$ cat config.mk
export PLATFORM = sky130hd
export DESIGN_NAME = salc_front
export DESIGN_NICKNAME = d
export VERILOG_FILES = /design/src/sv/salc_pkg.sv /design/src/sv/salc_front.sv
export SDC_FILE = /design/constraint.sdc
export NUM_CORES = 1
export LEC_CHECK = 0
export CORE_MARGIN = 10
export CORE_UTILIZATION = 65
export DETAILED_ROUTE_END_ITERATION = 12
export DONT_BUFFER_PORTS = 1
export PLACE_DENSITY = 0.81
export REMOVE_ABC_BUFFERS = 1
export SYNTH_ARGS = -nofsm -noshare
export SYNTH_HDL_FRONTEND = slang
export SYNTH_SLANG_ARGS = --single-unit
$ cat constraint.sdc
create_clock -name clk -period 5.2 [get_ports clk]
set_input_delay 0.26 -clock clk [delete_from_list [all_inputs] [get_ports clk]]
set_output_delay 0.26 -clock clk [all_outputs]
set_load 0.05 [all_outputs]
$ cat src/sv/salc_pkg.sv
// ----------------------------------------------------------------------------
// salc_pkg
// Shared types and constants of the set-associative LRU cache lookup block.
// ----------------------------------------------------------------------------
package salc_pkg;

  localparam int WAYS_DEF  = 8;
  localparam int SETS_DEF  = 256;

  localparam int ADDR_W    = 64;
  localparam int TAG_W     = 64;
  localparam int CNT_W     = 48;
  localparam logic [CNT_W-1:0] CNT_MAX = '1;

  // Width of the masked set index before the wrap onto the number of sets.
  localparam int SET_RAW_W = 15;
  // Widest set number the largest set count needs.
  localparam int SET_W_MAX = 12;

  localparam int Q_DEPTH   = 2;

  localparam int BO_W      = 5;
  localparam int SI_W      = 4;
  localparam int WIU_W     = 4;
  localparam int CFG_IDX_W = 2;
  localparam int CFG_DATA_W = 5;

  localparam logic [BO_W-1:0]  BO_RESET  = 5'd6;
  localparam logic [SI_W-1:0]  SI_RESET  = 4'd8;
  localparam logic [WIU_W-1:0] WIU_RESET = 4'd8;

  typedef enum logic [CFG_IDX_W-1:0] {
    CFG_BLOCK_OFFSET = 2'd0,
    CFG_SET_INDEX    = 2'd1,
    CFG_WAYS_IN_USE  = 2'd2
  } salc_cfg_idx_t;

  typedef struct packed {
    logic [BO_W-1:0]  block_offset_bits;
    logic [SI_W-1:0]  set_index_bits;
    logic [WIU_W-1:0] ways_in_use;
  } salc_cfg_t;

  typedef struct packed {
    logic              func;
    logic [ADDR_W-1:0] address;
  } salc_in_t;

  typedef struct packed {
    logic             hit;
    logic             dirty_evict;
    logic [2:0]       way;
    logic [CNT_W-1:0] access_total;
    logic [CNT_W-1:0] miss_total;
  } salc_out_t;

  // Classified request handed from the front to the back.
  typedef struct packed {
    logic                 func;
    logic [TAG_W-1:0]     tag;
    logic [SET_W_MAX-1:0] set;
  } salc_req_t;

  typedef enum logic [1:0] {
    BS_CLEAR,
    BS_IDLE,
    BS_LOOKUP
  } salc_bstate_t;

endpackage

$ cat src/sv/salc_front.sv
// ----------------------------------------------------------------------------
// salc_front
// Accepts requests and splits the address into tag and set number.
// ----------------------------------------------------------------------------
module salc_front #(
  parameter int SETS = salc_pkg::SETS_DEF
) (
  input  logic                clk,
  input  logic                rst_n,
  input  salc_pkg::salc_cfg_t cfg,
  input  logic                in_valid,
  output logic                in_stall,
  input  salc_pkg::salc_in_t  in_data,
  input  logic                clearing,
  input  logic                q_full,
  output logic                q_push,
  output salc_pkg::salc_req_t q_data
);
  import salc_pkg::*;

  localparam int XW     = SET_RAW_W;
  localparam int PRODW  = 2 * XW + 1;
  localparam int RECIP  = (1 << XW) / SETS;
  localparam int QSW    = 2 * XW;

  logic              s1_v_r, s1_v_nxt;
  logic              s1_func_r;
  logic [TAG_W-1:0]  s1_tag_r;
  logic [XW-1:0]     s1_x_r;
  logic              s2_v_r, s2_v_nxt;
  logic              s2_func_r;
  logic [TAG_W-1:0]  s2_tag_r;
  logic [XW-1:0]     s2_x_r;
  logic [PRODW-1:0]  s2_prod_r;

  logic              adv;
  logic              accept;
  logic [ADDR_W-1:0] addr_sh;
  logic [XW:0]       mask_w;
  logic [XW-1:0]     x_raw;
  logic [5:0]        tag_sh;
  logic [TAG_W-1:0]  tag_raw;
  logic [XW-1:0]     quot;
  logic [QSW-1:0]    qs;
  logic [QSW-1:0]    rem_w;
  logic [XW-1:0]     rem;

  assign adv      = !s2_v_r || !q_full;
  assign in_stall = !adv || clearing;
  assign accept   = in_valid && !in_stall;

  assign addr_sh = in_data.address >> cfg.block_offset_bits;
  assign mask_w  = ((XW+1)'(1) << cfg.set_index_bits) - (XW+1)'(1);
  assign x_raw   = addr_sh[XW-1:0] & mask_w[XW-1:0];
  assign tag_sh  = 6'(cfg.block_offset_bits) + 6'(cfg.set_index_bits);
  assign tag_raw = in_data.address >> tag_sh;

  assign s1_v_nxt = adv ? accept : s1_v_r;
  assign s2_v_nxt = adv ? s1_v_r : s2_v_r;

  always_ff @(posedge clk) begin
    if (!rst_n) begin
      s1_v_r <= 1'b0;
      s2_v_r <= 1'b0;
    end else begin
      s1_v_r <= s1_v_nxt;
      s2_v_r <= s2_v_nxt;
    end
  end

  always_ff @(posedge clk) begin
    if (adv) begin
      s1_func_r <= in_data.func;
      s1_tag_r  <= tag_raw;
      s1_x_r    <= x_raw;
      s2_func_r <= s1_func_r;
      s2_tag_r  <= s1_tag_r;
      s2_x_r    <= s1_x_r;
      s2_prod_r <= PRODW'(s1_x_r) * PRODW'(RECIP);
    end
  end

  // The reciprocal quotient is at most one short, so one conditional
  // subtract finishes the wrap onto the number of sets.
  always_comb begin
    quot  = XW'(s2_prod_r >> XW);
    qs    = QSW'(quot) * QSW'(SETS);
    rem_w = QSW'(s2_x_r) - qs;
    rem   = XW'(rem_w);
    if (rem >= XW'(SETS)) begin
      rem = rem - XW'(SETS);
    end
  end

  assign q_push      = s2_v_r && !q_full;
  assign q_data.func = s2_func_r;
  assign q_data.tag  = s2_tag_r;
  assign q_data.set  = rem[SET_W_MAX-1:0];

endmodule

==> results of run 1 <==
[cell type report]
type / instances / area, sq um / share of cell area, %
clock buffers: 17 / 425 / 4.03
flip-flops and latches: 148 / 4420 / 41.9
well taps: 188 / 235 / 2.23
multi-input cells: 596 / 5150 / 48.7
repair buffers: 15 / 120 / 1.14
inverters: 4 / 15.0 / 0.142
clock inverters: 15 / 195 / 1.85
[flip-flops by register name, indices dropped and copies added (netlist names)]
name       flops
s2_tag_r      64
s1_func_r      1
s2_x_r         8
s1_tag_r      64
s1_v_r         1
s1_x_r         8
s2_func_r      1
s2_v_r         1
[metal layers]
metal / vias to the layer above / GRT usage (%) / wire [um]
li1: 3095 / - / -
met1: 3330 / 29.4 / 9630
met2: 372 / 38.6 / 12000
met3: 72 / 7.18 / 2270
met4: 0 / 11.6 / 931
met5: - / 0 / 0
[cells in the mapped netlist (13+ instances only)]
| master | instances |
|---|---|
| buf_2 | 20 |
| mux2i_1 | 215 |
| o21ai_1 | 16 |
| mux4_2 | 39 |
| o21ai_0 | 13 |
| a22oi_1 | 13 |
| nand2_1 | 66 |
| a21oi_1 | 30 |
| edfxtp_1 | 146 |
| nor2_1 | 53 |
| buf_6 | 13 |
| buf_4 | 22 |
[cell usage in the layout (no fill, tap or decap), drive strengths merged, types with 5 or more instances in the layout]
cell and count:
edfxtp 146, o211ai 8, inv 10, nand2 66
xnor2 5, clkbuf 17, a21oi 31, o21ai 29
o221ai 7, buf 12, a22oi 13, nand3 12
a32oi 7, o22a 6, nand4 5, ha 5
mux2 13, nor2b 7, nor2 53, mux2i 215
mux4 40, nor3 5, clkinv 5, a211oi 6
and2 7, nand2b 11
[worst min path at each step]
| stage | start | end |
|---|---|---|
| 2_1_floorplan | in_data[64] | s1_func_r |
| 3_3_place_gp | in_data[64] | s1_func_r |
| 3_5_place_dp | in_data[64] | s1_func_r |
| 4_1_cts | q_full | s2_v_r |
| 5_1_grt | q_full | s2_v_r |
| 6_report | q_full | s2_v_r |
[report_power, final]
group / internal [mW] / leakage, nW / total, mW / switching, mW
clock network: 0.770 / 0.303 / 1.30 / 0.526
logic: 0.508 / 2.38 / 1.24 / 0.733
registers: 1.77 / 1.65 / 2.52 / 0.744
total: 3.05 / 4.34 / 5.05 / 2.00
[metrics by stage]
stage	util [%]	instances	power, mW	area (sq um)	setup slack [ns]
after CTS	69.7	983	5.06	10600	2.07
after global routing	69.7	983	5.25	10600	1.93
after global placement	65.5	948	3.71	9910	1.72
final	69.7	983	5.05	10600	1.98
after floorplan	-	748	3.43	9530	0.253
after detailed placement	65.5	948	3.74	9910	1.63
[cell families after synthesis]
group                    share of synthesized area (%)
buffers and inverters                             4.99
flip-flops                                        44.2
multiplexers                                      32.0
AND/OR/NAND/NOR                                   8.03
other                                           0.0375
AO/OA/AOI/OAI                                     8.81
adder cells (fa/ha/maj)                          0.826
XOR/XNOR                                          1.06
==> flow_summary_export.csv, run 1 <==
group,metric,value,unit
outcome,status,"complete, no violations",
clocking,htreeDepth,4,
synthesis,synth_area_leader_cell,"edfxtp_1",
detailed_routing,num_vias,6869,
job,drv_cap,0,
power,leakagePower,4.34,nW
global_route,grt_max_degree,77,
clocking,clk_latency,0.43,ns
placed_design,io_buffers,0,
sta,finalSetupTns,0,ns
synthesis,yosysUniqueCellTypes,64,
detailed_routing,first_pass_iters,5,
power,power_density,479,nW/um^2
floorplanning,die_area,20800,sq um
setup_path,ff2ff_path_depth,2,
synthesis,syn_inst,816,
sta,drv_slew,0,
global_route,antenna_found_initial,0,
setup_path,cp-end-kind,"flop",
synthesis,syn_area_per_cell,12.3,sq um
setup_path,r2r_slack,2.92,ns
clocking,post_cts_resized,0,
floorplanning,rows,45,
sta,skew,0.00882,ns
sta,tightestPinTransition,1.24,ns
global_route,overflow,0,
layout,fillers,1061,
synthesis,synth_ff_type,"edfxtp_1",
detailed_routing,avgViaCountPerCell,6.99,
synthesis,synth_area,10000,sq um
synthesis,synth_seq_cells,148,
synthesis,netlist_top_cells_area,"edfxtp_1, mux2i_1, mux4_2",
floorplanning,start_util,66.0,%
setup_path,crit_arrival,3.37,ns
floorplanning,die_x,144,um
floorplanning,io_pins,162,
setup_path,crit_buf_inv,0,
detailed_routing,drcViolationCount,0,
setup_path,critical_path.startpoint,"cfg[8]",
setup_path,timing.rr.end,"s1_tag_r[33]",
synthesis,synth-edff-count,146,
setup_path,cp_cell_sequence,"ha_4, fa_4, mux4_2, mux2i_1, nor2_1, o311ai_1, o221ai_1",
setup_path,timing.rr.start,"s2_v_r",
detailed_routing,totalWireLength,24.9,mm
setup_path,crit_end,"s1_tag_r[7]",
power,ir_drop,0.000241,V
placed_design,gp_congestion,0.940,
layout,area_growth_syn_to_layout,5.60,%
min_path,hp-class,"input pin to flop",
clocking,cts_hold_buffers,3,
detailed_routing,wl_per_cell,25.3,um
setup_path,critPathRequiredTime,5.35,ns
min_path,hold_depth,2,
synthesis,ys_seq_area_share,44.2,%
floorplanning,fp.dieH,144,um
clocking,cts_root_buf,"clkbuf_16",
setup_path,critPathMaxFanout,55,
global_route,grt_pass1_vias,6807,
sta,rsz0062_at_grt,"false",
placed_design,place_hpwl,18.1,mm
floorplanning,coreArea,15100,sq um
global_route,grt_pass1_wl,38.3,mm
setup_path,critPathKind,"input pin to flop",
clocking,post_cts_buffers,0,
setup_path,slowest_stage,"fa_4",
clocking,path_clk_slew,0.07,ns
detailed_routing,drtAntennaViolNets,0,
setup_path,cp.depth,7,
clocking,cts_tree,"yes",
setup_path,start_kind,"input pin",
clocking,clkSinkCount,148,
sta,final_hold_viol_count,0,
sta,period_minus_slack,3.22,ns
synthesis,synthArstFlopShare,0,%
sta,max_freq,0.310,GHz
synthesis,yosysWarnings,0,
sta,period_share,62.0,%
sta,setup_viol,0,
layout,drive_gt1_share,13.6,%
global_route,gr-usage-all-layers,24.1,%
sta,holdWs,0.0232,ns
clocking,cts_inserted_buffers,17,
synthesis,synth_top_area_share,43.8,%
sta,maxSlewHeadroom,17.5,%
detailed_routing,drtIter0Drc,757,
setup_path,slowest_delay,1.30,ns
setup_path,crit_family,"adder cells",
layout,fin_nets,871,
layout,antennaDiodeCount,0,
clocking,clock_path_buffers,2,
Power figures use the tool's default switching activity.
==> run 2, diff against run 1 <==
==> constraint.sdc (replaced) <==
create_clock -name clk -period 3.1 [get_ports clk]
set_input_delay 0.155 -clock clk [delete_from_list [all_inputs] [get_ports clk]]
set_output_delay 0.155 -clock clk [all_outputs]
set_load 0.05 [all_outputs]
==> run 2 against run 1 <==
Clock-buffer cell count is the same. Worst hold slack about the same. Setup slack worse by 1.6 ns. Sequential share of layout area down 0.95 points. Combinational power grew 78%. Non-clock buffer count grew 28. Core utilization increased by 1.6 points. Global-route usage up 0.69 points. Die area is the same. Register-to-register slack worse by 1.5 ns. Clock skew is 0.0026 ns lower. Largest cell class unchanged.
==> flow_summary_export.csv, run 2 (synthesized netlist as in run 1, its figures left out) <==
group,metric,value,unit
outcome,status,"complete, no violations",
power,leakagePower,4.46,nW
global_route,overflow,0,
floorplanning,rows,45,
layout,final_common_cell,"mux2i_1",
layout,fin_util,71.4,%
clocking,cts_tree,"yes",
setup_path,critPathMaxFanout,24,
clocking,cts_hold_buffers,9,
layout,final_cell_mix,"mux2i_1, edfxtp_1, nand2_1",
clocking,path_clk_slew,0.06,ns
global_route,grt_pass1_vias,6985,
clocking,htreeDepth,4,
setup_path,cp-end-kind,"flop",
placed_design,place_hpwl,19.1,mm
sta,tightestPinTransition,0.961,ns
layout,fin_nets,899,
setup_path,critPathKind,"input pin to flop",
clocking,cts_root_buf,"clkbuf_16",
sta,maxSlewHeadroom,35.8,%
detailed_routing,avgViaCountPerCell,6.98,
placed_design,io_buffers,0,
layout,drive_gt1_share,15.4,%
layout,fillers,997,
global_route,gr-usage-all-layers,24.8,%
setup_path,start_kind,"input pin",
layout,multi_input_area,5140,sq um
clocking,cts_inserted_buffers,17,
global_route,grt_pass1_wl,39.3,mm
detailed_routing,drtAntennaViolNets,0,
sta,drv_slew,0,
setup_path,crit_arrival,2.88,ns
layout,stdcell_area,10800,sq um
global_route,grt_max_degree,115,
clocking,clock_path_buffers,2,
clocking,post_cts_resized,0,
floorplanning,die_area,20800,sq um
setup_path,timing.rr.start,"s2_v_r",
min_path,min_from,"cfg[12]",
layout,reg_top3,"s1_tag_r: 64 flops, s2_tag_r: 64 flops",
sta,final_hold_viol_count,0,
sta,setup_viol,0,
detailed_routing,drtIter0Drc,751,
global_route,antenna_found_initial,0,
detailed_routing,totalWireLength,25.8,mm
clocking,post_cts_buffers,0,
layout,antennaDiodeCount,0,
detailed_routing,drcViolationCount,0,
clocking,clkSinkCount,148,
sta,period_minus_slack,2.73,ns
detailed_routing,num_vias,7056,
placed_design,placed_cell_area,10100,sq um
detailed_routing,wl_per_cell,25.6,um
setup_path,critical_path.startpoint,"cfg[8]",
sta,period_share,88.0,%
layout,area_growth_syn_to_layout,8.05,%
setup_path,critPathRequiredTime,3.25,ns
floorplanning,io_pins,162,
sta,max_freq,0.367,GHz
floorplanning,die_x,144,um
job,drv_cap,0,
min_path,hp-class,"input pin to flop",
power,power_density,776,nW/um^2
sta,rsz0062_at_grt,"false",
clocking,clk_latency,0.42,ns
sta,skew,0.00618,ns
floorplanning,fp.dieH,144,um
floorplanning,start_util,66.0,%
power,ir_drop,0.000457,V
placed_design,gp_congestion,0.953,
floorplanning,coreArea,15100,sq um
detailed_routing,first_pass_iters,5,
layout,layout.area.seq,4420,sq um
power,total_power,8.38,mW
[run 2: cell count changes in the layout (fill, tap and decap cells not counted), sizes merged]
cell | previous run | this run
buf | 12 | 33
bufinv | 3 | 1
clkinv | 5 | 3
clkinvlp | 1 | 4
dlygate4sd3 | 3 | 10
inv | 10 | 11
[run 2: final timing paths]
check	slack [ns]	endpoint	depth (start not counted)
min	0.02	s1_x_r[1]	2
min reg2reg	0.42	s2_tag_r[40]	0
max	0.37	s1_tag_r[7]	7
max reg2reg	1.43	s1_tag_r[33]	2
[run 2: routing by layer]
metal / vias up / GRT usage (%) / wire [um]
met2: 388 / 40.3 / 12400
met5: - / 0 / 0
met1: 3447 / 29.9 / 10200
met4: 0 / 11.1 / 976
li1: 3146 / - / -
met3: 75 / 7.51 / 2280
[run 2: metrics by stage]
step,hold WS [ns],std cells,TNS (ns),worst slack (ns)
6_report,0.0233,1011,0,0.372
5_1_grt,0.0182,1011,0,0.244
4_1_cts,0.00602,1010,0,0.467
3_5_place_dp,0.254,969,0,0.0378
3_3_place_gp,0.254,969,0,0.0825
2_1_floorplan,0.254,748,-210.14,-1.74
[run 2: worst max-delay path, stage by stage]
cell,delay [ns]
ha_4,0.15
fa_4,0.93
mux4_2,0.57
mux2i_1,0.23
nor2_1,0.08
o311ai_1,0.56
o221ai_1,0.19
[run 2: final cells by class]
cell class / count / area share [%]
multi-input cells: 596 / 47.6
clock inverters: 15 / 1.31
inverters: 4 / 0.139
flip-flops and latches: 148 / 40.9
well taps: 188 / 2.18
repair buffers: 43 / 3.91
clock buffers: 17 / 3.94
[run 2: power breakdown]
part	switching [mW]	internal (mW)	leakage, nW
sequential	1.24	2.98	1.65
combinational	1.28	0.928	2.54
clock	0.843	1.12	0.267
total	3.36	5.02	4.46
==> run 3, diff against run 2 <==
==> constraint.sdc (replaced) <==
create_clock -name clk -period 2.9 [get_ports clk]
set_input_delay 0.145 -clock clk [delete_from_list [all_inputs] [get_ports clk]]
set_output_delay 0.145 -clock clk [all_outputs]
set_load 0.05 [all_outputs]
==> run 3 against run 2 <==
Clock-buffer cell count increased by 1. Non-clock buffer count up 7. Sequential share of layout area shrank 0.21 points.
==> flow_summary_export.csv, run 3 (synthesized netlist as in run 1, its figures left out) <==
group,metric,value,unit
detailed_routing,drtIter0Drc,813,
sta,period_share,86.0,%
power,power_density,835,nW/um^2
detailed_routing,first_pass_iters,6,
sta,period_minus_slack,2.49,ns
sta,max_freq,0.401,GHz
clocking,cts_inserted_buffers,17,
sta,final_hold_viol_count,0,
layout,fin_nets,906,
placed_design,pre_cts_ws,0.00817,ns
floorplanning,die_x,144,um
power,p_comb_share,26.6,%
placed_design,io_buffers,0,
clocking,cts_root_buf,"clkbuf_16",
sta,maxSlewHeadroom,25.9,%
floorplanning,rows,45,
clocking,clkSinkCount,148,
setup_path,critPathKind,"input pin to flop",
global_route,grt_max_degree,67,
setup_path,r2r_slack,1.07,ns
detailed_routing,drcViolationCount,0,
clocking,post_cts_buffers,0,
sta,worst_slack,0.406,ns
setup_path,critPathMaxFanout,47,
clocking,path_clk_slew,0.07,ns
layout,area_growth_syn_to_layout,8.61,%
global_route,grt_pass1_wl,40.1,mm
floorplanning,die_area,20800,sq um
layout,drive_gt1_share,16.1,%
sta,rsz0062_at_grt,"false",
detailed_routing,avgViaCountPerCell,7.06,
placed_design,place_hpwl,19.5,mm
power,p_int,5.40,mW
setup_path,crit_arrival,2.63,ns
power,p_sw_share,40.5,%
layout,reg_top3,"s1_tag_r: 64 flops, s2_tag_r: 64 flops",
outcome,status,"complete, no violations",
job,drv_cap,0,
global_route,gr-usage-all-layers,25.3,%
sta,tightestPinTransition,1.11,ns
sta,finalSetupTns,0,ns
clocking,cts_tree,"yes",
clocking,clock_path_buffers,2,
clocking,post_cts_resized,0,
power,ir_drop,0.000581,V
power,p_switching,3.67,mW
detailed_routing,wl_per_cell,25.9,um
floorplanning,coreArea,15100,sq um
layout,final_cell_mix,"mux2i_1, edfxtp_1, nand2_1",
power,leakagePower,4.50,nW
setup_path,cp-end-kind,"flop",
setup_path,critPathRequiredTime,3.04,ns
sta,skew,0.0126,ns
power,clkPwrFrac,23.7,%
detailed_routing,totalWireLength,26.3,mm
detailed_routing,num_vias,7182,
clocking,clk_latency,0.44,ns
layout,final_common_cell,"mux2i_1",
power,p_seq_share,49.7,%
clocking,htreeDepth,4,
global_route,grt_pass1_vias,6985,
floorplanning,io_pins,162,
floorplanning,start_util,66.0,%
clocking,cts_hold_buffers,10,
placed_design,gp_congestion,0.986,
floorplanning,fp.dieH,144,um
setup_path,start_kind,"input pin",
sta,setup_viol,0,
layout,antennaDiodeCount,0,
min_path,hp-class,"input pin to flop",
power,total_power,9.08,mW
detailed_routing,drtAntennaViolNets,0,
sta,drv_slew,0,
global_route,overflow,0,
global_route,antenna_found_initial,0,
run 3: changes by cell type in the layout (fill, tap and decap cells not counted), sizes merged:
cell    previous run  this run
clkbuf            17        18
buf               33        40
clkinv             3         2
run 3: cell type report:
| cell class | count | area (sq um) |
|---|---|---|
| clock buffer | 18 | 429 |
| clock inverter | 14 | 140 |
| fill | 1013 | 4280 |
| inverter | 4 | 15.0 |
| multi-input combinational | 596 | 5140 |
| sequential | 148 | 4420 |
| tap | 188 | 235 |
| timing repair buffer | 50 | 475 |
run 3: stage by stage:
stage / hold WS, ns / utilization, % / cell area [sq um] / std cells
4_1_cts: 0.00283 / 71.7 / 10900 / 1018
6_report: 0.0216 / 71.7 / 10900 / 1018
3_5_place_dp: 0.244 / 67.3 / 10200 / 976
2_1_floorplan: 0.244 / - / 9530 / 748
5_1_grt: 0.00533 / 71.7 / 10900 / 1018
3_3_place_gp: 0.244 / 67.3 / 10200 / 976
run 3: power by group through the flow:
stage	sequential, mW	combinational [mW]	clock (mW)
after floorplan	4.45	1.69	0
after global placement	4.55	2.25	0
after detailed placement	4.57	2.30	0
after CTS	4.54	2.35	2.17
after global routing	4.58	2.56	2.27
final	4.51	2.41	2.15
run 3: per-layer routing:
layer | share of wire [%] | routed length, um | vias up | track usage, %
li1 | - | - | 3160 | -
met3 | 8.9 | 2330 | 88 | 7.15
met5 | 0 | 0 | - | 0
met4 | 3.9 | 1030 | 0 | 12.0
met1 | 39 | 10300 | 3518 | 30.9
met2 | 48 | 12700 | 416 | 40.8
run 3: worst paths after layout:
kind,cells past startpoint,start,endpoint
worst min register to register,0,s1_tag_r[60],s2_tag_r[60]
worst min-delay path,2,cfg[12],s1_x_r[2]
worst max-delay path,8,cfg[8],s1_tag_r[5]
worst max register to register,4,s2_v_r,s1_v_r
run 3: critical path, stage by stage:
cell      delay (ns)
ha_4            0.14
fa_4            0.91
buf_12          0.31
mux2i_1         0.14
mux2i_1         0.26
mux2i_1         0.18
mux2i_1         0.31
o221ai_1        0.20
