`config.mk`:
```
export PLATFORM = sky130hd
export DESIGN_NAME = salc_fifo
export DESIGN_NICKNAME = d
export VERILOG_FILES = /design/src/sv/salc_pkg.sv /design/src/sv/salc_fifo.sv
export SDC_FILE = /design/constraint.sdc
export NUM_CORES = 1
export LEC_CHECK = 0
export ABC_AREA = 1
export BUFFER_PORTS_ARGS = -buffer_cell sky130_fd_sc_hd__buf_2
export CORE_ASPECT_RATIO = 0.8
export CORE_MARGIN = 2
export CORE_UTILIZATION = 29
export DETAILED_ROUTE_END_ITERATION = 8
export PLACE_DENSITY = 0.54
export SLEW_MARGIN = 20
export SYNTH_ARGS = -nofsm -noshare
export SYNTH_HDL_FRONTEND = slang
export SYNTH_SLANG_ARGS = --single-unit
```
`constraint.sdc`:
```
create_clock -name clk -period 4.25 [get_ports clk]
set_input_delay 0 -clock clk [delete_from_list [all_inputs] [get_ports clk]]
set_output_delay 0 -clock clk [all_outputs]
set_load 0.01 [all_outputs]
```
`src/sv/salc_pkg.sv`:
```
// ----------------------------------------------------------------------------
// salc_pkg
// Shared types and constants of the set-associative LRU cache lookup block.
// ----------------------------------------------------------------------------
package salc_pkg;

  localparam int WAYS_DEF  = 8;
  localparam int SETS_DEF  = 256;

  localparam int ADDR_W    = 64;
  localparam int TAG_W     = 64;
  localparam int CNT_W     = 48;
  localparam logic [CNT_W-1:0] CNT_MAX = '1;

  // Width of the masked set index before the wrap onto the number of sets.
  localparam int SET_RAW_W = 15;
  // Widest set number the largest set count needs.
  localparam int SET_W_MAX = 12;

  localparam int Q_DEPTH   = 2;

  localparam int BO_W      = 5;
  localparam int SI_W      = 4;
  localparam int WIU_W     = 4;
  localparam int CFG_IDX_W = 2;
  localparam int CFG_DATA_W = 5;

  localparam logic [BO_W-1:0]  BO_RESET  = 5'd6;
  localparam logic [SI_W-1:0]  SI_RESET  = 4'd8;
  localparam logic [WIU_W-1:0] WIU_RESET = 4'd8;

  typedef enum logic [CFG_IDX_W-1:0] {
    CFG_BLOCK_OFFSET = 2'd0,
    CFG_SET_INDEX    = 2'd1,
    CFG_WAYS_IN_USE  = 2'd2
  } salc_cfg_idx_t;

  typedef struct packed {
    logic [BO_W-1:0]  block_offset_bits;
    logic [SI_W-1:0]  set_index_bits;
    logic [WIU_W-1:0] ways_in_use;
  } salc_cfg_t;

  typedef struct packed {
    logic              func;
    logic [ADDR_W-1:0] address;
  } salc_in_t;

  typedef struct packed {
    logic             hit;
    logic             dirty_evict;
    logic [2:0]       way;
    logic [CNT_W-1:0] access_total;
    logic [CNT_W-1:0] miss_total;
  } salc_out_t;

  // Classified request handed from the front to the back.
  typedef struct packed {
    logic                 func;
    logic [TAG_W-1:0]     tag;
    logic [SET_W_MAX-1:0] set;
  } salc_req_t;

  typedef enum logic [1:0] {
    BS_CLEAR,
    BS_IDLE,
    BS_LOOKUP
  } salc_bstate_t;

endpackage

```
`src/sv/salc_fifo.sv`:
```
// ----------------------------------------------------------------------------
// salc_fifo
// Short request queue between the front and the back.
// ----------------------------------------------------------------------------
module salc_fifo (
  input  logic                clk,
  input  logic                rst_n,
  input  logic                push,
  input  salc_pkg::salc_req_t push_data,
  output logic                full,
  input  logic                pop,
  output salc_pkg::salc_req_t pop_data,
  output logic                empty
);
  import salc_pkg::*;

  localparam int PTRW = (Q_DEPTH > 1) ? $clog2(Q_DEPTH) : 1;
  localparam int CW   = $clog2(Q_DEPTH + 1);

  salc_req_t        entry_r [Q_DEPTH];
  logic [PTRW-1:0]  wr_ptr_r, wr_ptr_nxt;
  logic [PTRW-1:0]  rd_ptr_r, rd_ptr_nxt;
  logic [CW-1:0]    count_r, count_nxt;

  assign full     = (count_r == CW'(Q_DEPTH));
  assign empty    = (count_r == '0);
  assign pop_data = entry_r[rd_ptr_r];

  always_comb begin
    wr_ptr_nxt = wr_ptr_r;
    rd_ptr_nxt = rd_ptr_r;
    count_nxt  = count_r;
    if (push) begin
      wr_ptr_nxt = (wr_ptr_r == PTRW'(Q_DEPTH - 1)) ? '0 : wr_ptr_r + PTRW'(1);
    end
    if (pop) begin
      rd_ptr_nxt = (rd_ptr_r == PTRW'(Q_DEPTH - 1)) ? '0 : rd_ptr_r + PTRW'(1);
    end
    if (push && !pop) begin
      count_nxt = count_r + CW'(1);
    end else if (pop && !push) begin
      count_nxt = count_r - CW'(1);
    end
  end

  always_ff @(posedge clk) begin
    if (!rst_n) begin
      wr_ptr_r <= '0;
      rd_ptr_r <= '0;
      count_r  <= '0;
    end else begin
      wr_ptr_r <= wr_ptr_nxt;
      rd_ptr_r <= rd_ptr_nxt;
      count_r  <= count_nxt;
    end
  end

  always_ff @(posedge clk) begin
    if (push) begin
      entry_r[wr_ptr_r] <= push_data;
    end
  end

endmodule

```
==> key figures, run 1 <==
Routing
  – Initial drt markers: 116
  – Wire per inst: 14.3 um
  – DRT antenna net count: 0
  – Vias: 3,337
  – Drt total wl: 11,500 um
  – Drt drc: 0
  – Vias per inst: 4.14
  – DRT Pass-1 Iters: 5

Worst setup path
  – Top delay family on crit path: flip-flops
  – Crit start category: flop
  – CP endpoint kind: output pin
  – Crit Path Max Fanout: 51
  – Req. time, crit path: 4.25 ns
  – Buf/Inv on CP: 2
  – Crit-path cells: buf_4 > mux2_2 > buf_2
  – CP max stage cell: dfxtp_4
  – Critical Path AT: 2.40 ns
  – Setup CP Type: flop to output pin
  – CP max stage delay: 0.88 ns

Clocking
  – CTS tree: yes
  – Clk slew on worst S/H paths: 0.06 ns
  – Clock Path Buffers: 2
  – Htree depth: 4
  – CTS Buf Count: 17
  – Later-pin clock latency in the skew report: 0.41 ns
  – CTS resizes: 0
  – Clock Sinks: 159
  – CTS Root Buffer Type: clkbuf_16

Placed design
  – Placed inst area: 6990 um2
  – Routability congestion estimate: 0.714
  – I/O Buffers: 159
  – HPWL after DPL: 7030 um

Global routing
  – Global Route Usage Sum: 0.108
  – GR Overflow Total: 0
  – Initial antenna violation count: 0
  – First-pass GRT wire length: 17,700 um
  – Pin count of the biggest net entering global routing: 70
  – Vias in the first global route: 3,487

Floorplan
  – Die X: 164 um
  – # rows: 46
  – Die Span Y: 132 um
  – Die area: 21,600 um2
  – Starting Density: 0.297
  – Core area: 19,900 um2
  – I/O pins: 160

Layout
  – Total Nets Final: 611
  – Post-route core utilization: 0.419
  – Antenna diodes: 0
  – Most frequent cells in the layout: 159 x buf_2, 154 x edfxtp_1, 82 x dlygate4sd3_1
  – Layout Area Growth over Synthesis: 41.0%
  – Fraction of layout cells with a size suffix above 1: 0.493
  – Most common cell after layout, fill and taps aside: buf_2
  – Final Cell Area: 8350 um2

Timing
  – Minimum clock period: 2.40 ns
  – Max_slew headroom: 0.350
  – Final Max Slew Viols: 0
  – Fmax: 416 MHz
  – Tcrit/Tclk final: 0.566
  – Setup TNS: 0 ns
  – Clock skew: 0.00733 ns
  – Slew @ Worst Pin: 0.975 ns
  – RSZ-0062 raised after global routing: false
  – Final Hold Vio Count: 0
  – Final Setup Violations: 0

Pwr
  – Post-layout power: 3600 uW
  – VDD IR max: 0.231 mV
  – PwrDens: 432 nW/um2
  – Leakage: 0.00322 uW

Yosys
  – Post-synthesis area per instance: 21.5 um2
  – Synth Instances: 275
  – Syn nets: 357
  – Synth cell types: 15
  – Seq/Total Area, Yosys: 0.798
  – Yosys warning total: 0
  – Area of the mapped netlist: 5920 um2
  – Yosys reg bits: 159

Hold path
  – Worst Hold Class: input port to flop

Status
  – Outcome: completed

Run
  – Max-cap viol count: 0
## flip-flops by register name, summed over array words and instances (netlist names), named ones only
| register | count |
|---|---|
| rd_ptr_r | 1 |
| entry_r | 154 |
| count_r | 2 |
| wr_ptr_r | 1 |
## cell type report
type | instances | area [um2]
Inverter | 8 | 31.3
Clock inverter | 11 | 92.6
Clock buffer | 21 | 440
Sequential cell | 159 | 4730
Fill cell | 1845 | 11600
Tap cell | 264 | 330
Timing Repair Buffer | 244 | 1640
Multi-Input combinational cell | 99 | 1080
## per-layer routing
layer | GRT usage | wire length [um] | up-vias
met2 | 0.174 | 5440 | 104
met1 | 0.128 | 5120 | 1644
met3 | 0.0453 | 799 | 12
li1 | - | - | 1577
met5 | 0 | 0 | -
met4 | 0.0409 | 144 | 0
## cell usage after synthesis
cell type | count | share of area
buf_8 | 3 | 0.0076
ha_1 | 1 | 0.0021
nand4_1 | 1 | 0.0011
mux2_2 | 47 | 0.089
inv_1 | 8 | 0.0051
a21oi_1 | 1 | 0.00084
dfxtp_1 | 5 | 0.017
o21ai_0 | 1 | 0.00084
nand2_1 | 8 | 0.0051
nor2_1 | 9 | 0.0057
edfxtp_1 | 154 | 0.78
buf_2 | 4 | 0.0034
mux2_4 | 30 | 0.076
buf_6 | 2 | 0.0038
nand3_1 | 1 | 0.00084
## power by group
part	switching [uW]	internal, uW
Clock	575	800
Combinational	170	207
Sequential	35.0	1810
## cells by family after synthesis
family	after synthesis	synth area share
buffers and inverters	17	0.0199
and+or+nand+nor	19	0.0127
adders and majority gates	1	0.00211
muxes	77	0.166
DFF	159	0.798
AOI/OAI and AO/OA	2	0.00169
## metrics by stage
stage                     hold slack, ns  setup slack [ns]  std cells
after floorplan                   0.0989             0.205        275
after global placement             0.188              2.23        692
after detailed placement           0.192              2.20        692
after CTS                          0.280              1.76        806
after global routing               0.289              1.67        806
final                              0.309              1.85        806
## worst paths after layout
kind                          to  slack, ns     startpoint  depth (start not counted)
setup / recovery    pop_data[70]       1.85           flop                          3
hold / removal    entry_r[1][16]       0.31  push_data[16]                          2
setup reg to reg  entry_r[1][50]       2.27       wr_ptr_r                          3
hold reg to reg         rd_ptr_r       0.51       rd_ptr_r                          2
## timing repair
item                                   in CTS  in global routing
setup buffers                               0                  0
hold buffers                               82                  0
endpoints found under the hold margin     159                  0
Note: power is estimated with default switching activity, not from simulation.
==> run 2: changes to the inputs <==
==> constraint.sdc (replaced) <==
create_clock -name clk -period 1.95 [get_ports clk]
set_input_delay 0 -clock clk [delete_from_list [all_inputs] [get_ports clk]]
set_output_delay 0 -clock clk [all_outputs]
set_load 0.01 [all_outputs]
==> run 2 against run 1 <==
Flip-flop and latch count did not move. Hold slack got worse by 0.0038 ns. Combinational power rose by 130%. Critical path type is now flop to flop. Largest power group unchanged.
==> key figures, run 2 (same netlist as run 1, synthesis figures left out) <==
Status
  – Outcome: completed (unchanged)

Floorplan
  – Die Span Y: 132 um (unchanged)
  – I/O pins: 160 (unchanged)
  – Core area: 19,900 um2 (unchanged)
  – Die area: 21,600 um2 (unchanged)
  – Starting Density: 0.297 (unchanged)
  – Die X: 164 um (unchanged)
  – # rows: 46 (unchanged)

Pwr
  – PwrDens: 967 nW/um2 (was 432 nW/um2)
  – Clk pwr share: 0.408 (was 0.382)
  – Switching Share: 0.216 (about the same)
  – VDD IR max: 0.529 mV (was 0.231 mV)
  – Pint: 6460 uW (was 2820 uW)
  – Logic pwr share: 0.106 (was 0.105)
  – Switching power: 1780 uW (was 780 uW)
  – Leakage: 0.00329 uW (was 0.00322 uW)
  – Sequential Power Share: 0.486 (was 0.514)

Timing
  – Final Hold Vio Count: 0 (unchanged)
  – Clock skew: 0.00475 ns (was 0.00733 ns)
  – Slew @ Worst Pin: 0.551 ns (was 0.975 ns)
  – RSZ-0062 raised after global routing: false (unchanged)
  – Minimum clock period: 1.79 ns
  – Fmax: 558 MHz
  – Tcrit/Tclk final: 0.919
  – Setup TNS: 0 ns (unchanged)
  – Final Max Slew Viols: 0 (unchanged)
  – Final Setup Violations: 0 (unchanged)
  – Max_slew headroom: 0.632 (was 0.350)

Layout
  – Antenna diodes: 0 (unchanged)
  – Layout Area Growth over Synthesis: 44.0% (was 41.0%)
  – Fraction of layout cells with a size suffix above 1: 0.507 (was 0.493)
  – Post-route core utilization: 0.428 (was 0.419)
  – Largest Register: entry_r (unchanged)
  – Largest regs: entry_r: 154 flops, count_r: 2 flops (unchanged)
  – Most frequent cells in the layout: 159 x buf_2, 154 x edfxtp_1, 83 x dlygate4sd3_1 (was 159 x buf_2, 154 x edfxtp_1, 82 x dlygate4sd3_1)
  – Max reg flops: 154 (unchanged)
  – Most common cell after layout, fill and taps aside: buf_2 (unchanged)
  – Total Nets Final: 615 (was 611)

Worst setup path
  – CP most frequent cell: dlygate4sd3_1
  – Reg2reg path depth: 5 (was 3)
  – Crit Path Max Fanout: 3 (was 51)
  – CP max stage cell: dlygate4sd3_1 (was dfxtp_4)
  – Worst setup path end: wr_ptr_r (was pop_data[70])
  – Worst setup path start: wr_ptr_r
  – CP endpoint kind: flop (was output pin)
  – Crit start category: flop (unchanged)
  – Setup CP Type: flop to flop (was flop to output pin)
  – Reg2reg end: wr_ptr_r (was entry_r[1][50])
  – Critical Path AT: 2.09 ns (was 2.40 ns)
  – Req. time, crit path: 2.25 ns (was 4.25 ns)
  – CP max stage delay: 0.54 ns (was 0.88 ns)
  – Critical R2R Launch: wr_ptr_r (unchanged)
  – Crit-path cells: nand2_2 > nand2_1 > dlygate4sd3_1 > nor2_1 > dlygate4sd3_1 (was buf_4 > mux2_2 > buf_2)
  – R2R setup slack: 0.16 ns (was 2.27 ns)

Clocking
  – Clk slew on worst S/H paths: 0.06 ns (about the same)
  – Later-pin clock latency in the skew report: 0.41 ns (about the same)
  – CTS tree: yes (unchanged)
  – Htree depth: 4 (unchanged)
  – Clock Sinks: 159 (unchanged)
  – CTS Buf Count: 17 (unchanged)
  – Clock Path Buffers: 2 (unchanged)
  – CTS Root Buffer Type: clkbuf_16 (unchanged)

Run
  – Max-cap viol count: 0 (unchanged)

Routing
  – Wire per inst: 14.2 um (was 14.3 um)
  – Drt drc: 0 (unchanged)
  – DRT antenna net count: 0 (unchanged)
  – Initial drt markers: 109 (was 116)
  – DRT Pass-1 Iters: 4 (was 5)
  – Vias per inst: 4.10 (was 4.14)
  – Vias: 3,322 (was 3,337)
  – Drt total wl: 11,500 um (about the same)

Global routing
  – First-pass GRT wire length: 18,200 um (was 17,700 um)
  – GR Overflow Total: 0 (unchanged)
  – Global Route Usage Sum: 0.109 (was 0.108)
  – Vias in the first global route: 3,657 (was 3,487)
  – Pin count of the biggest net entering global routing: 40 (was 70)
  – Initial antenna violation count: 0 (unchanged)

Hold path
  – Worst Hold Class: input port to flop (unchanged)

Placed design
  – Routability congestion estimate: 0.690 (was 0.714)
  – I/O Buffers: 159 (unchanged)
  – HPWL after DPL: 7320 um (was 7030 um)
[run 2: cell types whose count changed in the layout (fill, tap and decap cells not counted), sizes merged, moves of 2 or more]
cell | before | now
clkinv | 8 | 5
inv | 8 | 10
bufinv | 1 | 3
clkbuf | 21 | 18
buf | 162 | 165
clkinvlp | 2 | 4
[run 2: cell type report]
| cell class | count | area (um2) |
|---|---|---|
| Sequential cell | 159 | 4730 |
| Timing Repair Buffer | 248 | 1730 |
| Tap cell | 264 | 330 |
| Clock buffer | 18 | 429 |
| Inverter | 8 | 33.8 |
| Multi-Input combinational cell | 99 | 1090 |
| Fill cell | 1816 | 11400 |
| Clock inverter | 14 | 183 |
[run 2: power by group through the flow]
stage	clock [uW]	sequential (uW)	combinational [uW]
floorplan	0	4060	439
global placement	0	4070	745
detailed placement	0	4080	760
CTS	3460	4010	895
global route	3600	4020	957
finish	3360	4000	877
[run 2: what timing repair did]
item | CTS | global route
buffers inserted | 0 | 0
hold endpoints to repair | 159 | 0
hold buffers | 83 | 0
resized for setup | 0 | 0
[run 2: metrics by stage]
stage	std cells	power [uW]	hold WS [ns]	setup WS, ns	instance area (um2)
final	810	8250	0.305	0.159	8530
after global routing	810	8580	0.286	0.0963	8530
after CTS	810	8360	0.282	0.162	8530
after detailed placement	695	4840	0.191	0.555	7080
after global placement	695	4820	0.188	0.604	7080
after floorplan	275	4500	0.0989	0.0267	5930
[run 2: worst min-delay path by stage]
stage	cells past startpoint	startpoint	endpoint
finish	2	push_data[25]	entry_r[0][25]
global route	2	push_data[60]	entry_r[1][60]
CTS	2	push_data[17]	entry_r[0][17]
detailed placement	1	push_data[70]	entry_r[1][70]
global placement	1	push_data[18]	entry_r[0][18]
floorplan	0	push_data[0]	entry_r[0][0]
[run 2: critical path: cells and delay by family (launching register included)]
kind / cells / cell delay, ns
buf+inv: 2 / 1.08
flops: 1 / 0.40
simple gates: 3 / 0.20
[run 2: per-layer routing]
layer / GRT usage / routed length (um) / share of wire
met5: 0 / 0 / 0
met4: 0.0346 / 110 / 0.0096
met3: 0.0440 / 811 / 0.071
met2: 0.183 / 5500 / 0.48
met1: 0.129 / 5040 / 0.44
==> run 3: changes to the inputs <==
--- a/config.mk
+++ b/config.mk
@@ -8,10 +8,9 @@
 export ABC_AREA = 1
 export BUFFER_PORTS_ARGS = -buffer_cell sky130_fd_sc_hd__buf_2
 export CORE_ASPECT_RATIO = 0.8
-export CORE_MARGIN = 2
-export CORE_UTILIZATION = 29
+export CORE_UTILIZATION = 47
 export DETAILED_ROUTE_END_ITERATION = 8
-export PLACE_DENSITY = 0.54
+export PLACE_DENSITY = 0.79
 export SLEW_MARGIN = 20
 export SYNTH_ARGS = -nofsm -noshare
 export SYNTH_HDL_FRONTEND = slang
==> constraint.sdc (replaced) <==
create_clock -name clk -period 1.4 [get_ports clk]
set_input_delay 0 -clock clk [delete_from_list [all_inputs] [get_ports clk]]
set_output_delay 0 -clock clk [all_outputs]
set_load 0.01 [all_outputs]
==> run 3 against run 2 <==
The flow now finishes with violations (setup timing). First-iteration DRC count rose by 12%. Critical path depth fell by 2. Routed wire length rose by 11%. Clock power rose by 45%. Clock-buffer cell count did not move. Critical endpoint is now pop_data[25]. Largest cell class unchanged. Largest power group unchanged.
==> key figures, run 3 (same netlist as run 1, synthesis figures left out) <==
Clocking
  – Later-pin clock latency in the skew report: 0.41 ns (about the same)
  – CTS Buf Count: 17 (unchanged)
  – CTS tree: yes (unchanged)
  – CTS Root Buffer Type: clkbuf_16 (unchanged)
  – Clock Path Buffers: 2 (unchanged)
  – Clk slew on worst S/H paths: 0.06 ns (about the same)
  – Htree depth: 4 (unchanged)
  – Clock Sinks: 159 (unchanged)

Placed design
  – HPWL after DPL: 6770 um (was 7320 um)
  – Routability congestion estimate: 0.692 (was 0.690)
  – Placed inst area: 6990 um2 (was 7080 um2)
  – I/O Buffers: 159 (unchanged)

Pwr
  – Switching power: 2440 uW (was 1780 uW)
  – PwrDens: 1350 nW/um2 (was 967 nW/um2)
  – Sequential Power Share: 0.467 (was 0.486)
  – Switching Share: 0.204 (was 0.216)
  – Leakage: 0.00351 uW (was 0.00329 uW)
  – Logic pwr share: 0.125 (was 0.106)
  – Post-layout power: 12,000 uW (was 8250 uW)
  – Pint: 9510 uW (was 6460 uW)
  – VDD IR max: 0.967 mV (was 0.529 mV)
  – Clk pwr share: 0.408 (about the same)

Global routing
  – Initial antenna violation count: 0 (unchanged)
  – GR Overflow Total: 0 (unchanged)
  – Vias in the first global route: 3,706 (was 3,657)
  – First-pass GRT wire length: 18,600 um (was 18,200 um)
  – Global Route Usage Sum: 0.198 (was 0.109)
  – Pin count of the biggest net entering global routing: 51 (was 40)

Routing
  – Drt drc: 0 (unchanged)
  – Vias: 3,430 (was 3,322)
  – Wire per inst: 17.8 um (was 14.2 um)
  – DRT antenna net count: 0 (unchanged)
  – Vias per inst: 4.77 (was 4.10)
  – DRT Pass-1 Iters: 4 (unchanged)
  – Initial drt markers: 122 (was 109)
  – Drt total wl: 12,800 um (was 11,500 um)

Floorplan
  – Die Span Y: 102 um (was 132 um)
  – I/O pins: 160 (unchanged)
  – Starting Density: 0.485 (was 0.297)
  – Die X: 127 um (was 164 um)
  – Die area: 13,000 um2 (was 21,600 um2)
  – # rows: 36 (was 46)
  – Core area: 12,200 um2 (was 19,900 um2)

Timing
  – Final hold slack: 0.312 ns (was 0.305 ns)
  – Final Setup Violations: 75 (was 0)
  – Max_slew headroom: 0.756 (was 0.632)
  – Tcrit/Tclk final: 1.10
  – RSZ-0062 raised after global routing: true (was false)
  – Final Max Slew Viols: 0 (unchanged)
  – Final Hold Vio Count: 0 (unchanged)
  – Clock skew: 0.00642 ns (was 0.00475 ns)
  – Post-route setup slack: -0.144 ns (was 0.159 ns)
  – Fmax: 648 MHz
  – Slew @ Worst Pin: 0.365 ns (was 0.551 ns)
  – Minimum clock period: 1.54 ns

Layout
  – Total Nets Final: 619 (was 615)
  – Most frequent cells in the layout: 154 x edfxtp_1, 115 x buf_2, 81 x dlygate4sd3_1 (was 159 x buf_2, 154 x edfxtp_1, 83 x dlygate4sd3_1)
  – Final Cell Area: 8870 um2 (was 8530 um2)
  – Fraction of layout cells with a size suffix above 1: 0.511 (was 0.507)
  – Most common cell after layout, fill and taps aside: edfxtp_1 (was buf_2)
  – Max reg flops: 154 (unchanged)
  – Largest Register: entry_r (unchanged)
  – Antenna diodes: 0 (unchanged)
  – Largest regs: entry_r: 154 flops, count_r: 2 flops (unchanged)
  – Layout Area Growth over Synthesis: 49.9% (was 44.0%)

Status
  – Failing checks: setup timing
  – Outcome: finished with violations (was completed)

Worst setup path
  – Crit start category: flop (unchanged)
  – Req. time, crit path: 1.40 ns (was 2.25 ns)
  – Crit-path cells: buf_12 > mux2_2 > buf_2 (was nand2_2 > nand2_1 > dlygate4sd3_1 > nor2_1 > dlygate4sd3_1)
  – Setup CP Type: flop to output pin (was flop to flop)
  – CP max stage cell: dfxtp_4 (was dlygate4sd3_1)
  – CP endpoint kind: output pin (was flop)
  – CP max stage delay: 0.41 ns (was 0.54 ns)
  – Crit Path Max Fanout: 26 (was 3)
  – Critical Path AT: 1.54 ns (was 2.09 ns)

Hold path
  – Worst Hold Class: input port to flop (unchanged)

Run
  – Max-cap viol count: 0 (unchanged)
==> run 3: changes by cell type in the layout (fill, tap and decap cells not counted), sizes merged <==
cell         previous run  this run
buf                   165       169
bufinv                  3         5
clkbuf                 18        20
clkinvlp                4         2
dlygate4sd3            83        81
inv                    10         8
==> run 3: path summary, 6_finish.rpt <==
kind / end / slack [ns] / startpoint / cells after the start
setup / recovery: pop_data[25] / -0.14 / flop / 3
hold / removal: entry_r[0][30] / 0.31 / push_data[30] / 2
setup reg to reg: entry_r[1][50] / 0.15 / wr_ptr_r / 3
hold reg to reg: rd_ptr_r / 0.51 / rd_ptr_r / 2
==> run 3: layout make-up <==
type / count / area, um2
Multi-Input combinational cell: 99 / 1150
Tap cell: 171 / 214
Clock inverter: 12 / 193
Timing Repair Buffer: 252 / 2130
Clock buffer: 18 / 429
Sequential cell: 159 / 4730
Fill cell: 730 / 3330
Inverter: 8 / 33.8
==> run 3: metal layers <==
layer	up-vias	routed length (um)	part of all wire	global-route usage
met5	-	0	0	0
met4	0	136	0.011	0.0769
met3	11	676	0.053	0.0513
met2	130	6940	0.54	0.368
met1	1703	5010	0.39	0.219
li1	1586	-	-	-
==> run 3: timing repair <==
| item | 4_1_cts | 5_1_grt |
|---|---|---|
| endpoints found under the hold margin | 159 | 0 |
| endpoints found under the setup margin | 75 | 77 |
| buffers inserted | 2 | 0 |
| gates resized for setup | 47 | 16 |
| cloned | 1 | 2 |
| hold buffers | 81 | 0 |
==> run 3: power by group through the flow <==
stage / Combinational [uW] / Clock, uW / Sequential (uW)
finish: 1500 / 4870 / 5580
global route: 1590 / 5130 / 5600
CTS: 1430 / 4950 / 5580
detailed placement: 1060 / 0 / 5680
global placement: 1030 / 0 / 5660
floorplan: 611 / 0 / 5660
==> run 3: critical path, delay by kind of cell (launching register included) <==
| family | cells | cell delay [ns] |
|---|---|---|
| buf+inv | 2 | 0.35 |
| flops | 1 | 0.41 |
| mux | 1 | 0.37 |
==> run 3: stage by stage <==
stage | utilization | std cells | setup TNS (ns) | setup WS (ns)
floorplan | - | 275 | -75.90 | -0.514
global placement | 0.572 | 603 | 0 | 0.183
detailed placement | 0.572 | 603 | 0 | 0.170
CTS | 0.718 | 717 | -10.37 | -0.169
global route | 0.727 | 719 | -11.94 | -0.197
finish | 0.727 | 719 | -8.39 | -0.144
